==> src/assert_macros.svh <==
// Assertion helpers for the egcd block
`ifndef ASSERT_MACROS_SVH
`define ASSERT_MACROS_SVH
`ifndef SYNTHESIS
`define EGCD_ASSERT(lbl, clk, rstn, prop, msg) \
    lbl: assert property (@(posedge clk) disable iff (!rstn) prop) else $error(msg);
`define EGCD_ASSERT_ALWAYS(lbl, clk, prop, msg) \
    lbl: assert property (@(posedge clk) prop) else $error(msg);
`else
`define EGCD_ASSERT(lbl, clk, rstn, prop, msg)
`define EGCD_ASSERT_ALWAYS(lbl, clk, prop, msg)
`endif
`endif

==> src/egcd_pkg.sv <==
package egcd_pkg;

    localparam int WIDTH_DEF = 64;

    typedef enum logic [4:0] {
        S_IDLE   = 5'b00001,
        S_CHECK  = 5'b00010,
        S_DIV    = 5'b00100,
        S_UPDATE = 5'b01000,
        S_DONE   = 5'b10000
    } t_state;

    typedef struct packed {
        logic load;
        logic div_init;
        logic div_step;
        logic update;
        logic reduce;
    } t_cmd;

    typedef struct packed {
        logic r1_zero;
    } t_sts;

endpackage

==> src/egcd_datapath.sv <==
module egcd_datapath #(
    parameter int WIDTH = egcd_pkg::WIDTH_DEF
) (
    input  logic              i_clk,
    input  egcd_pkg::t_cmd    i_cmd,
    input  logic [WIDTH-1:0]  i_value,
    input  logic [WIDTH-1:0]  i_modulus,
    output egcd_pkg::t_sts    o_sts,
    output logic [WIDTH-1:0]  o_inverse,
    output logic [WIDTH-1:0]  o_divisor
);

    logic [WIDTH-1:0] r_r, r_r1, r_u, r_u1, r_m, r_pr, r_dq, r_acc, r_inv, r_gcd;
    logic             r_neg;

    logic [WIDTH:0]   w_t;
    logic [WIDTH-1:0] w_diff;
    logic             w_ge;
    logic [WIDTH-1:0] n_pr, n_acc, w_red0, w_inv;

    always_comb begin
        w_t    = {r_pr, r_dq[WIDTH-1]};
        w_diff = w_t[WIDTH-1:0] - r_r1;
        w_ge   = w_t >= {1'b0, r_r1};
        n_pr   = w_ge ? w_diff : w_t[WIDTH-1:0];
        n_acc  = {r_acc[WIDTH-2:0], 1'b0} + (w_ge ? r_u1 : '0);
        w_red0 = (r_u >= r_m) ? r_u - r_m : r_u;
        if (r_m == '0) begin
            w_inv = WIDTH'(1);
        end else if (r_neg && w_red0 != '0) begin
            w_inv = r_m - w_red0;
        end else begin
            w_inv = w_red0;
        end
    end

    always_ff @(posedge i_clk) begin
        if (i_cmd.load) begin
            r_r   <= i_value;
            r_r1  <= i_modulus;
            r_m   <= i_modulus;
            r_u   <= WIDTH'(1);
            r_u1  <= '0;
            r_neg <= 1'b0;
        end else if (i_cmd.div_init) begin
            r_pr  <= '0;
            r_dq  <= r_r;
            r_acc <= '0;
        end else if (i_cmd.div_step) begin
            r_pr  <= n_pr;
            r_dq  <= {r_dq[WIDTH-2:0], w_ge};
            r_acc <= n_acc;
        end else if (i_cmd.update) begin
            r_r   <= r_r1;
            r_r1  <= r_pr;
            r_u   <= r_u1;
            r_u1  <= r_acc + r_u;
            r_neg <= ~r_neg;
        end else if (i_cmd.reduce) begin
            r_inv <= w_inv;
            r_gcd <= r_r;
        end
    end

    assign o_sts.r1_zero = (r_r1 == '0);
    assign o_inverse     = r_inv;
    assign o_divisor     = r_gcd;

endmodule

==> src/egcd_ctrl.sv <==
`include "assert_macros.svh"

module egcd_ctrl #(
    parameter int WIDTH = egcd_pkg::WIDTH_DEF
) (
    input  logic            i_clk,
    input  logic            i_rst_n,
    input  logic            i_in_valid,
    output logic            o_in_ready,
    output logic            o_out_valid,
    input  logic            i_out_ready,
    input  egcd_pkg::t_sts  i_sts,
    output egcd_pkg::t_cmd  o_cmd
);

    localparam int CW = $clog2(WIDTH);

    egcd_pkg::t_state r_state, n_state;
    logic [CW-1:0]    r_cnt, n_cnt;
    logic             w_div_done;

    assign w_div_done = (r_cnt == CW'(WIDTH - 1));

    always_comb begin
        n_state = r_state;
        n_cnt   = r_cnt;
        o_cmd   = '0;
        unique case (r_state)
            egcd_pkg::S_IDLE: begin
                if (i_in_valid) begin
                    o_cmd.load = 1'b1;
                    n_state    = egcd_pkg::S_CHECK;
                end
            end
            egcd_pkg::S_CHECK: begin
                if (i_sts.r1_zero) begin
                    o_cmd.reduce = 1'b1;
                    n_state      = egcd_pkg::S_DONE;
                end else begin
                    o_cmd.div_init = 1'b1;
                    n_cnt          = '0;
                    n_state        = egcd_pkg::S_DIV;
                end
            end
            egcd_pkg::S_DIV: begin
                o_cmd.div_step = 1'b1;
                n_cnt          = r_cnt + CW'(1);
                if (w_div_done) begin
                    n_state = egcd_pkg::S_UPDATE;
                end
            end
            egcd_pkg::S_UPDATE: begin
                o_cmd.update = 1'b1;
                n_state      = egcd_pkg::S_CHECK;
            end
            egcd_pkg::S_DONE: begin
                if (i_out_ready) begin
                    n_state = egcd_pkg::S_IDLE;
                end
            end
            default: n_state = egcd_pkg::S_IDLE;
        endcase
    end

    always_ff @(posedge i_clk) begin
        if (!i_rst_n) begin
            r_state <= egcd_pkg::S_IDLE;
            r_cnt   <= '0;
        end else begin
            r_state <= n_state;
            r_cnt   <= n_cnt;
        end
    end

    assign o_in_ready  = (r_state == egcd_pkg::S_IDLE);
    assign o_out_valid = (r_state == egcd_pkg::S_DONE);

    `EGCD_ASSERT(a_accept_to_check, i_clk, i_rst_n, (i_in_valid && o_in_ready) |=> (r_state == egcd_pkg::S_CHECK), "accept did not start iteration")
    `EGCD_ASSERT(a_div_to_update, i_clk, i_rst_n, (r_state == egcd_pkg::S_DIV && w_div_done) |=> (r_state == egcd_pkg::S_UPDATE), "division did not end in update")
    `EGCD_ASSERT(a_done_from_check, i_clk, i_rst_n, $rose(o_out_valid) |-> ($past(r_state) == egcd_pkg::S_CHECK), "result without final check")
endmodule

==> src/extended_gcd_modular_inverse.sv <==
// Extended Euclid: returns gcd(value, modulus) and the coefficient of value
// reduced into 0..modulus-1 (the modular inverse when the gcd is 1). One
// request at a time. Each Euclid iteration runs a check state, a bit-serial
// restoring divider over all WIDTH quotient bits, and an update state; the
// number of iterations is data dependent, at most about 1.44 * WIDTH. A zero
// modulus returns gcd = value and coefficient 1.
module extended_gcd_modular_inverse #(
    parameter int WIDTH = egcd_pkg::WIDTH_DEF
) (
    input  logic             i_clk,
    input  logic             i_rst_n,
    input  logic             i_in_valid,
    output logic             o_in_ready,
    input  logic [WIDTH-1:0] i_value_in,
    input  logic [WIDTH-1:0] i_modulus_in,
    output logic             o_out_valid,
    input  logic             i_out_ready,
    output logic [WIDTH-1:0] o_inverse_out,
    output logic [WIDTH-1:0] o_divisor_out
);

    egcd_pkg::t_cmd w_cmd;
    egcd_pkg::t_sts w_sts;

    egcd_ctrl #(.WIDTH(WIDTH)) u_ctrl (
        .i_clk       (i_clk),
        .i_rst_n     (i_rst_n),
        .i_in_valid  (i_in_valid),
        .o_in_ready  (o_in_ready),
        .o_out_valid (o_out_valid),
        .i_out_ready (i_out_ready),
        .i_sts       (w_sts),
        .o_cmd       (w_cmd)
    );

    egcd_datapath #(.WIDTH(WIDTH)) u_dp (
        .i_clk     (i_clk),
        .i_cmd     (w_cmd),
        .i_value   (i_value_in),
        .i_modulus (i_modulus_in),
        .o_sts     (w_sts),
        .o_inverse (o_inverse_out),
        .o_divisor (o_divisor_out)
    );

endmodule

==> config.mk <==
export PLATFORM = sky130hd
export DESIGN_NAME = extended_gcd_modular_inverse
export DESIGN_NICKNAME = d
export VERILOG_FILES = /design/src/egcd_pkg.sv /design/src/egcd_datapath.sv /design/src/egcd_ctrl.sv /design/src/extended_gcd_modular_inverse.sv
export VERILOG_INCLUDE_DIRS = /design/src /design/src/src
export SDC_FILE = /design/constraint.sdc
export NUM_CORES = 2
export LEC_CHECK = 0
export BUFFER_PORTS_ARGS = -buffer_cell sky130_fd_sc_hd__buf_2
export CAP_MARGIN = 15
export CORE_ASPECT_RATIO = 1.4
export CORE_UTILIZATION = 33
export CTS_BUF_LIST = sky130_fd_sc_hd__clkbuf_4 sky130_fd_sc_hd__clkbuf_8
export CTS_CLUSTER_SIZE = 10
export DETAILED_ROUTE_END_ITERATION = 8
export PLACE_DENSITY = 0.52
export SLEW_MARGIN = 10
export SYNTH_ARGS = -nofsm -noshare
export SYNTH_HDL_FRONTEND = slang
export SYNTH_SLANG_ARGS = --single-unit
export TNS_END_PERCENT = 100
==> constraint.sdc <==
create_clock -name i_clk -period 11.7 [get_ports i_clk]
set_clock_uncertainty 0.05 [all_clocks]
set_input_delay 0.585 -clock i_clk [delete_from_list [all_inputs] [get_ports i_clk]]
set_output_delay 0.585 -clock i_clk [all_outputs]
set_load 0.02 [all_outputs]
=== Word-level counts from Yosys, hierarchy flattened ===
Cells that the tools add are included.

* Output and inout port bits: 130
* Input port bits: 132
* Register bits: 652

* Mux-type cells: 31
* Bitwise logic cells: 5
* Order comparisons: 2
* Reduce and logical (&&, ||, !) cells: 13
* Equality and inequality tests: 12
* Add/subtract/negate cells: 6

{| class="wikitable"
|+ Operators with widths
! operator !! count
|-
| 64-bit 2-to-1 mux || 16
|-
| 64-bit subtractor || 3
|-
| 64-bit adder || 2
|-
| 64-bit zero test || 2
|-
| 65-bit by 64-bit greater-or-equal comparator with 1-bit output || 1
|-
| 64-bit greater-or-equal comparator || 1
|-
| 64-bit nonzero test || 1
|-
| 5-bit case mux with 5 select lines || 1
|-
| 5-bit 2-to-1 mux || 4
|-
| 6-bit case mux with 2 select lines || 1
|-
| 3-bit AND reduction || 3
|-
| 1-bit 2-to-1 mux || 8
|-
| 2-bit by 1-bit != test with 1-bit output, second input constant || 4
|-
| 6-bit by 1-bit adder with 6-bit output, second input constant || 1
|-
| 6-bit == test, second input constant || 1
|-
| 6-bit 2-to-1 mux || 1
|-
| 2-bit nonzero test || 3
|-
| 5-bit by 1-bit == test with 1-bit output, second input constant || 1
|-
| 5-bit by 2-bit == test with 1-bit output, second input constant || 1
|-
| 5-bit by 3-bit == test with 1-bit output, second input constant || 1
|-
| 5-bit by 4-bit == test with 1-bit output, second input constant || 1
|-
| 5-bit == test, second input constant || 1
|-
| 1-bit inverter || 5
|-
| 5-bit AND reduction || 1
|-
| 3 further kinds || 5
|}

=== Depth between registers and ports, before layout ===
* Depth after elaboration: 6
* Gate-level depth with buffers: 43
* Mapped depth without buffers: 41

=== By module ===
A second synthesis with hierarchy kept.

* Cells, all modules: 4,869
* Area total of the unflattened synthesis: 45,145.8 µm²

{| class="wikitable"
|+ By module, submodules not included
! module !! seq. area each (µm²) !! cells each !! area an instance (µm²) !! times used
|-
| egcd_datapath || 17,957.2 || 4,780 || 44,403.8 || 1
|-
| egcd_ctrl || 220.2 || 89 || 742.0 || 1
|}

=== Worst setup path after synthesis ===
OpenSTA, ideal clock, no wires.

* Kind: reg2reg
* Start: register u_dp.r_pr[17]
* End: register u_dp.r_acc[63] (data pin)
* Setup slack: 2.989 ns
* Data arrival time: 8.395 ns
* Data required time: 11.384 ns
* Setup time: 0.266 ns
* Stages on the path, launching flop included: 42
* Cell sequence: edfxtp_1 -> ha_1 -> a21o_1 -> a21o_1 -> a21o_1 -> a21oi_1 -> nor2b_1 -> o21ai_0 -> nand2b_1 -> a221oi_1 -> a21oi_1 -> a221oi_1 -> o211ai_1 -> a21oi_1 -> nor2_1 -> a31oi_1 -> or4b_2 -> nand2_1 -> (+6 left out) -> a21o_1 -> a21o_1 -> a21oi_1 -> o31a_1 -> nor3_1 -> o31a_1 -> a221oi_1 -> a21oi_1 -> a41oi_1 -> o21ai_0 -> o21ai_0 -> o22ai_1 -> nor2_1 -> nor4_1 -> a211oi_1 -> o21ai_0 -> xnor2_1 -> nor2_1

* Longest elaborated chain between the ends: 4

{| class="wikitable"
|+ RTL lines
! item !! RTL line !! text
|-
| start: declaration || egcd_datapath.sv:13 || <nowiki>logic [WIDTH-1:0] r_r, r_r1, r_u, r_u1, r_m, r_pr, r_dq, r_acc, r_inv, r_gcd;</nowiki>
|-
| start signal: assignment || egcd_datapath.sv:50 || <nowiki>r_pr <= n_pr;</nowiki>
|-
| 65-bit by 64-bit greater-or-equal comparator with 1-bit output || egcd_datapath.sv:24 || <nowiki>w_ge = w_t >= {1'b0, r_r1};</nowiki>
|-
| 64-bit 2-to-1 mux || egcd_datapath.sv:26 || <nowiki>n_acc = {r_acc[WIDTH-2:0], 1'b0} + (w_ge ? r_u1 : '0);</nowiki>
|-
| 64-bit adder || egcd_datapath.sv:26 ||
|-
| 64-bit 2-to-1 mux || egcd_datapath.sv:49 || <nowiki>end else if (i_cmd.div_step) begin</nowiki>
|-
| end signal: assignment || egcd_datapath.sv:52 || <nowiki>r_acc <= n_acc;</nowiki>
|-
| end: declaration || egcd_datapath.sv:13 ||
|}

Every way passes these cells. The select of a mux whose other input is x is not followed.
A chain may end at the register's enable or synchronous reset.

=== Worst setup path after layout ===
Ends and elaborated chain as after synthesis.

==> metrics.cfg <==
[synth]
ys_seq_area_share_pct=41.0
synth_top_area_share_pct=34.6
yosys-top-cells-area=edfxtp_1 (35%), ha_1 (7.8%), dfxtp_1 (6.3%)
synth_edf_count=512
synth-seq-cells=652
yosysWarnings=0
yosysTopAreaCell=edfxtp_1
syn-num-nets=5288
ys_dominant_reg_cell=edfxtp_1
synth_area_mm2=0.0444
synth_cell_type_count=119
async_flop_share_pct=0
syn_avg_cell_area_um2=9.11
synthCells=4874

[clock_network]
cts_tree=built
cts.reportedPaths.clkPinSlew_ns=0.08
clock-sinks=652
cts_buffers=107
insertion_delay_ns=0.85
cts_buffer_depth=3
postCtsSetupBuffers=0
root_buffer=clkbuf_8
htreeDepth=3

[flow_run]
cap_viol_max_count=0

[floorplan]
die_h_um=436
dieArea_mm2=0.136
coreArea_mm2=0.133
start_util_pct=33.4
die_w_um=312
rows=158
io_pins=262

[sta]
worstMarginPinSlew_ns=1.14
post-route-period-util_pct=91.1
layout_min_cycle_time_ns=10.66
tns_ns=0
clock.fmax_mhz=93.8
rsz0062_at_grt=no
relSlewSlack_pct=23.6
finalHoldViolCount=0
report.final.slew_viol_count=0
setup_violations=0
worst_slack_ns=1.04

[finish]
fin_cells=7054
nets=5617
synthToLayoutAreaGrowth_pct=14.8
drive_above_1_share_pct=12.6

[critical_path]
crit_buf_inv=1
critPathCaptureType=register
path_max_fanout=45
worst_ep_arrival_time_ns=11.20
path_delay_family=compound AO/OA/AOI/OAI gates
crit_path_frequent_cell=a21o_1
slowest_stage=a41oi_1
worstSetupStartpointType=register
path_class=reg -> reg
r2r-start=u_dp.r_pr[17]$_SDFFCE_PP0P_
max_stage_delay_ns=0.43
cp.required_ns=12.24
critPathLaunch=u_dp.r_pr[17]$_SDFFCE_PP0P_

[place]
post-place-ws_ns=0.648
place_congestion=0.965
io_buffers=261
dp_cells=6743
dp_hpwl_um=122000

[drt]
vias=38400
route.detailed.drc=0
post_drt_via_cell_ratio=5.44
firstDrtPassIters=5
wl_per_cell_um=22.7
ant_nets=0
wl_um=160000
initialDrtViolationCount=2675

[pwr]
power-per-cell-area_mw_per_mm2=179
p_leak_nw=20.6
vdd_drop_max_mv=0.108

[global_routing]
grt_overflow=0
track_usage_pct=22.9
grt_antenna_before_repair=5
grt_max_degree=129
grt_pass1_vias=38457
grt_pass1_wl_um=237000

[worst_hold_path]
hold_class=in -> reg
holdCritStartpoint=i_value_in[13]

[run_status]
status=finished, final reports clean

worst paths after layout:
| check | end | cells past startpoint | slack, ns |
|---|---|---|---|
| worst max-delay path | u_dp.r_acc[63]$_SDFFCE_PP0P_ | 41 | 1.04 |
| worst max register to register | u_dp.r_acc[63]$_SDFFCE_PP0P_ | 41 | 1.04 |
| worst min register to register | u_dp.o_divisor[11]$_DFFE_PP_ | 0 | 0.39 |
| worst min-delay path | u_dp.r_r[13]$_DFFE_PP_ | 3 | 0.08 |
where the power goes:
group | switching (W) | internal [W] | leakage, nW | total, W
Clock | 0.00103 | 0.00119 | 1.22 | 0.00222
Combinational | 0.00219 | 0.00120 | 13.5 | 0.00339
Sequential | 0.000375 | 0.00314 | 5.85 | 0.00351
Total | 0.00360 | 0.00553 | 20.6 | 0.00912
routing by layer:
layer | routed length, um | track usage, %
met5 | 13 | 0
met2 | 80600 | 41.2
met1 | 61300 | 25.6
met3 | 7730 | 2.92
met4 | 10200 | 14.1
kinds of logic (layout without fill, tap and decap cells):
group	after synthesis	count (layout)	synth area share, %
AO/OA/AOI/OAI	1315	1315	18.9
XOR/XNOR	327	327	6.45
adder cells (fa/ha/maj)	323	323	8.94
buffers and inverters	426	843	3.87
flip-flops	652	652	41.0
multiplexers	98	98	2.48
other	0	3	0
AND/OR/NAND/NOR	1733	1733	18.4
synthesized netlist by cell type, types with 74 or more instances:
master and count:
mux2_2 74, xor2_1 112, nor2_1 318, nor3_1 78, ha_1 278, nand3_1 123
xnor2_1 215, clkbuf_1 161, edfxtp_1 512, inv_1 225, nand2_1 735, a21oi_1 418
dfxtp_1 140, and2_1 95, o21ai_0 298, a21o_1 165
registers in the layout, indices dropped and copies added (netlist names):
register / cells
u_dp.o_divisor: 64
u_dp.o_inverse: 64
u_dp.r_acc: 64
u_dp.r_dq: 64
u_dp.r_m: 64
u_dp.r_pr: 64
u_dp.r_r1: 64
u_dp.r_r: 64
u_dp.r_u1: 64
u_dp.r_u: 64
u_ctrl.r_cnt: 6
u_ctrl.r_state: 5
u_dp.r_neg: 1
cell usage in the layout (no fill, tap or decap), types with 111 or more instances in the layout:
cell / synthesis / final
nand2_1: 735 / 732
edfxtp_1: 512 / 512
a21oi_1: 418 / 418
nor2_1: 318 / 317
o21ai_0: 298 / 297
ha_1: 278 / 278
buf_2: 13 / 261
inv_1: 225 / 224
xnor2_1: 215 / 215
a21o_1: 165 / 165
dfxtp_1: 140 / 140
nand3_1: 123 / 123
clkbuf_8: 0 / 121
xor2_1: 112 / 112
dlygate4sd3_1: 0 / 111
per-stage QoR:
stage	utilization, %	area [um2]	total power (W)	hold slack (ns)
after global routing	38.3	50900	0.00964	0.0611
after floorplan	-	44400	0.00582	0.370
after global placement	35.7	47500	0.00688	0.375
after CTS	38.3	50900	0.00917	0.00149
after detailed placement	35.7	47500	0.00688	0.380
final	38.3	50900	0.00912	0.0785
layout make-up:
class	count	area, um2
fillers	13642	81900
multi-input cells	3796	24600
flip-flops and latches	652	18200
repair buffers	419	2780
well taps	1760	2200
clock buffers	166	2000
inverters	227	865
clock inverters	31	312
diodes	3	7.51
what timing repair did:
| action | CTS | global route |
|---|---|---|
| hold buffers | 111 | 0 |
| endpoints found under the hold margin | 159 | 0 |
| endpoints found under the setup margin | 0 | 3 |
| gates resized for setup | 0 | 3 |
tightest hold or removal path: stages:
cell and delay, ns:
buf_2 0.10, nand2_1 0.06, o21ai_0 0.07
Power figures use the tool's default switching activity.
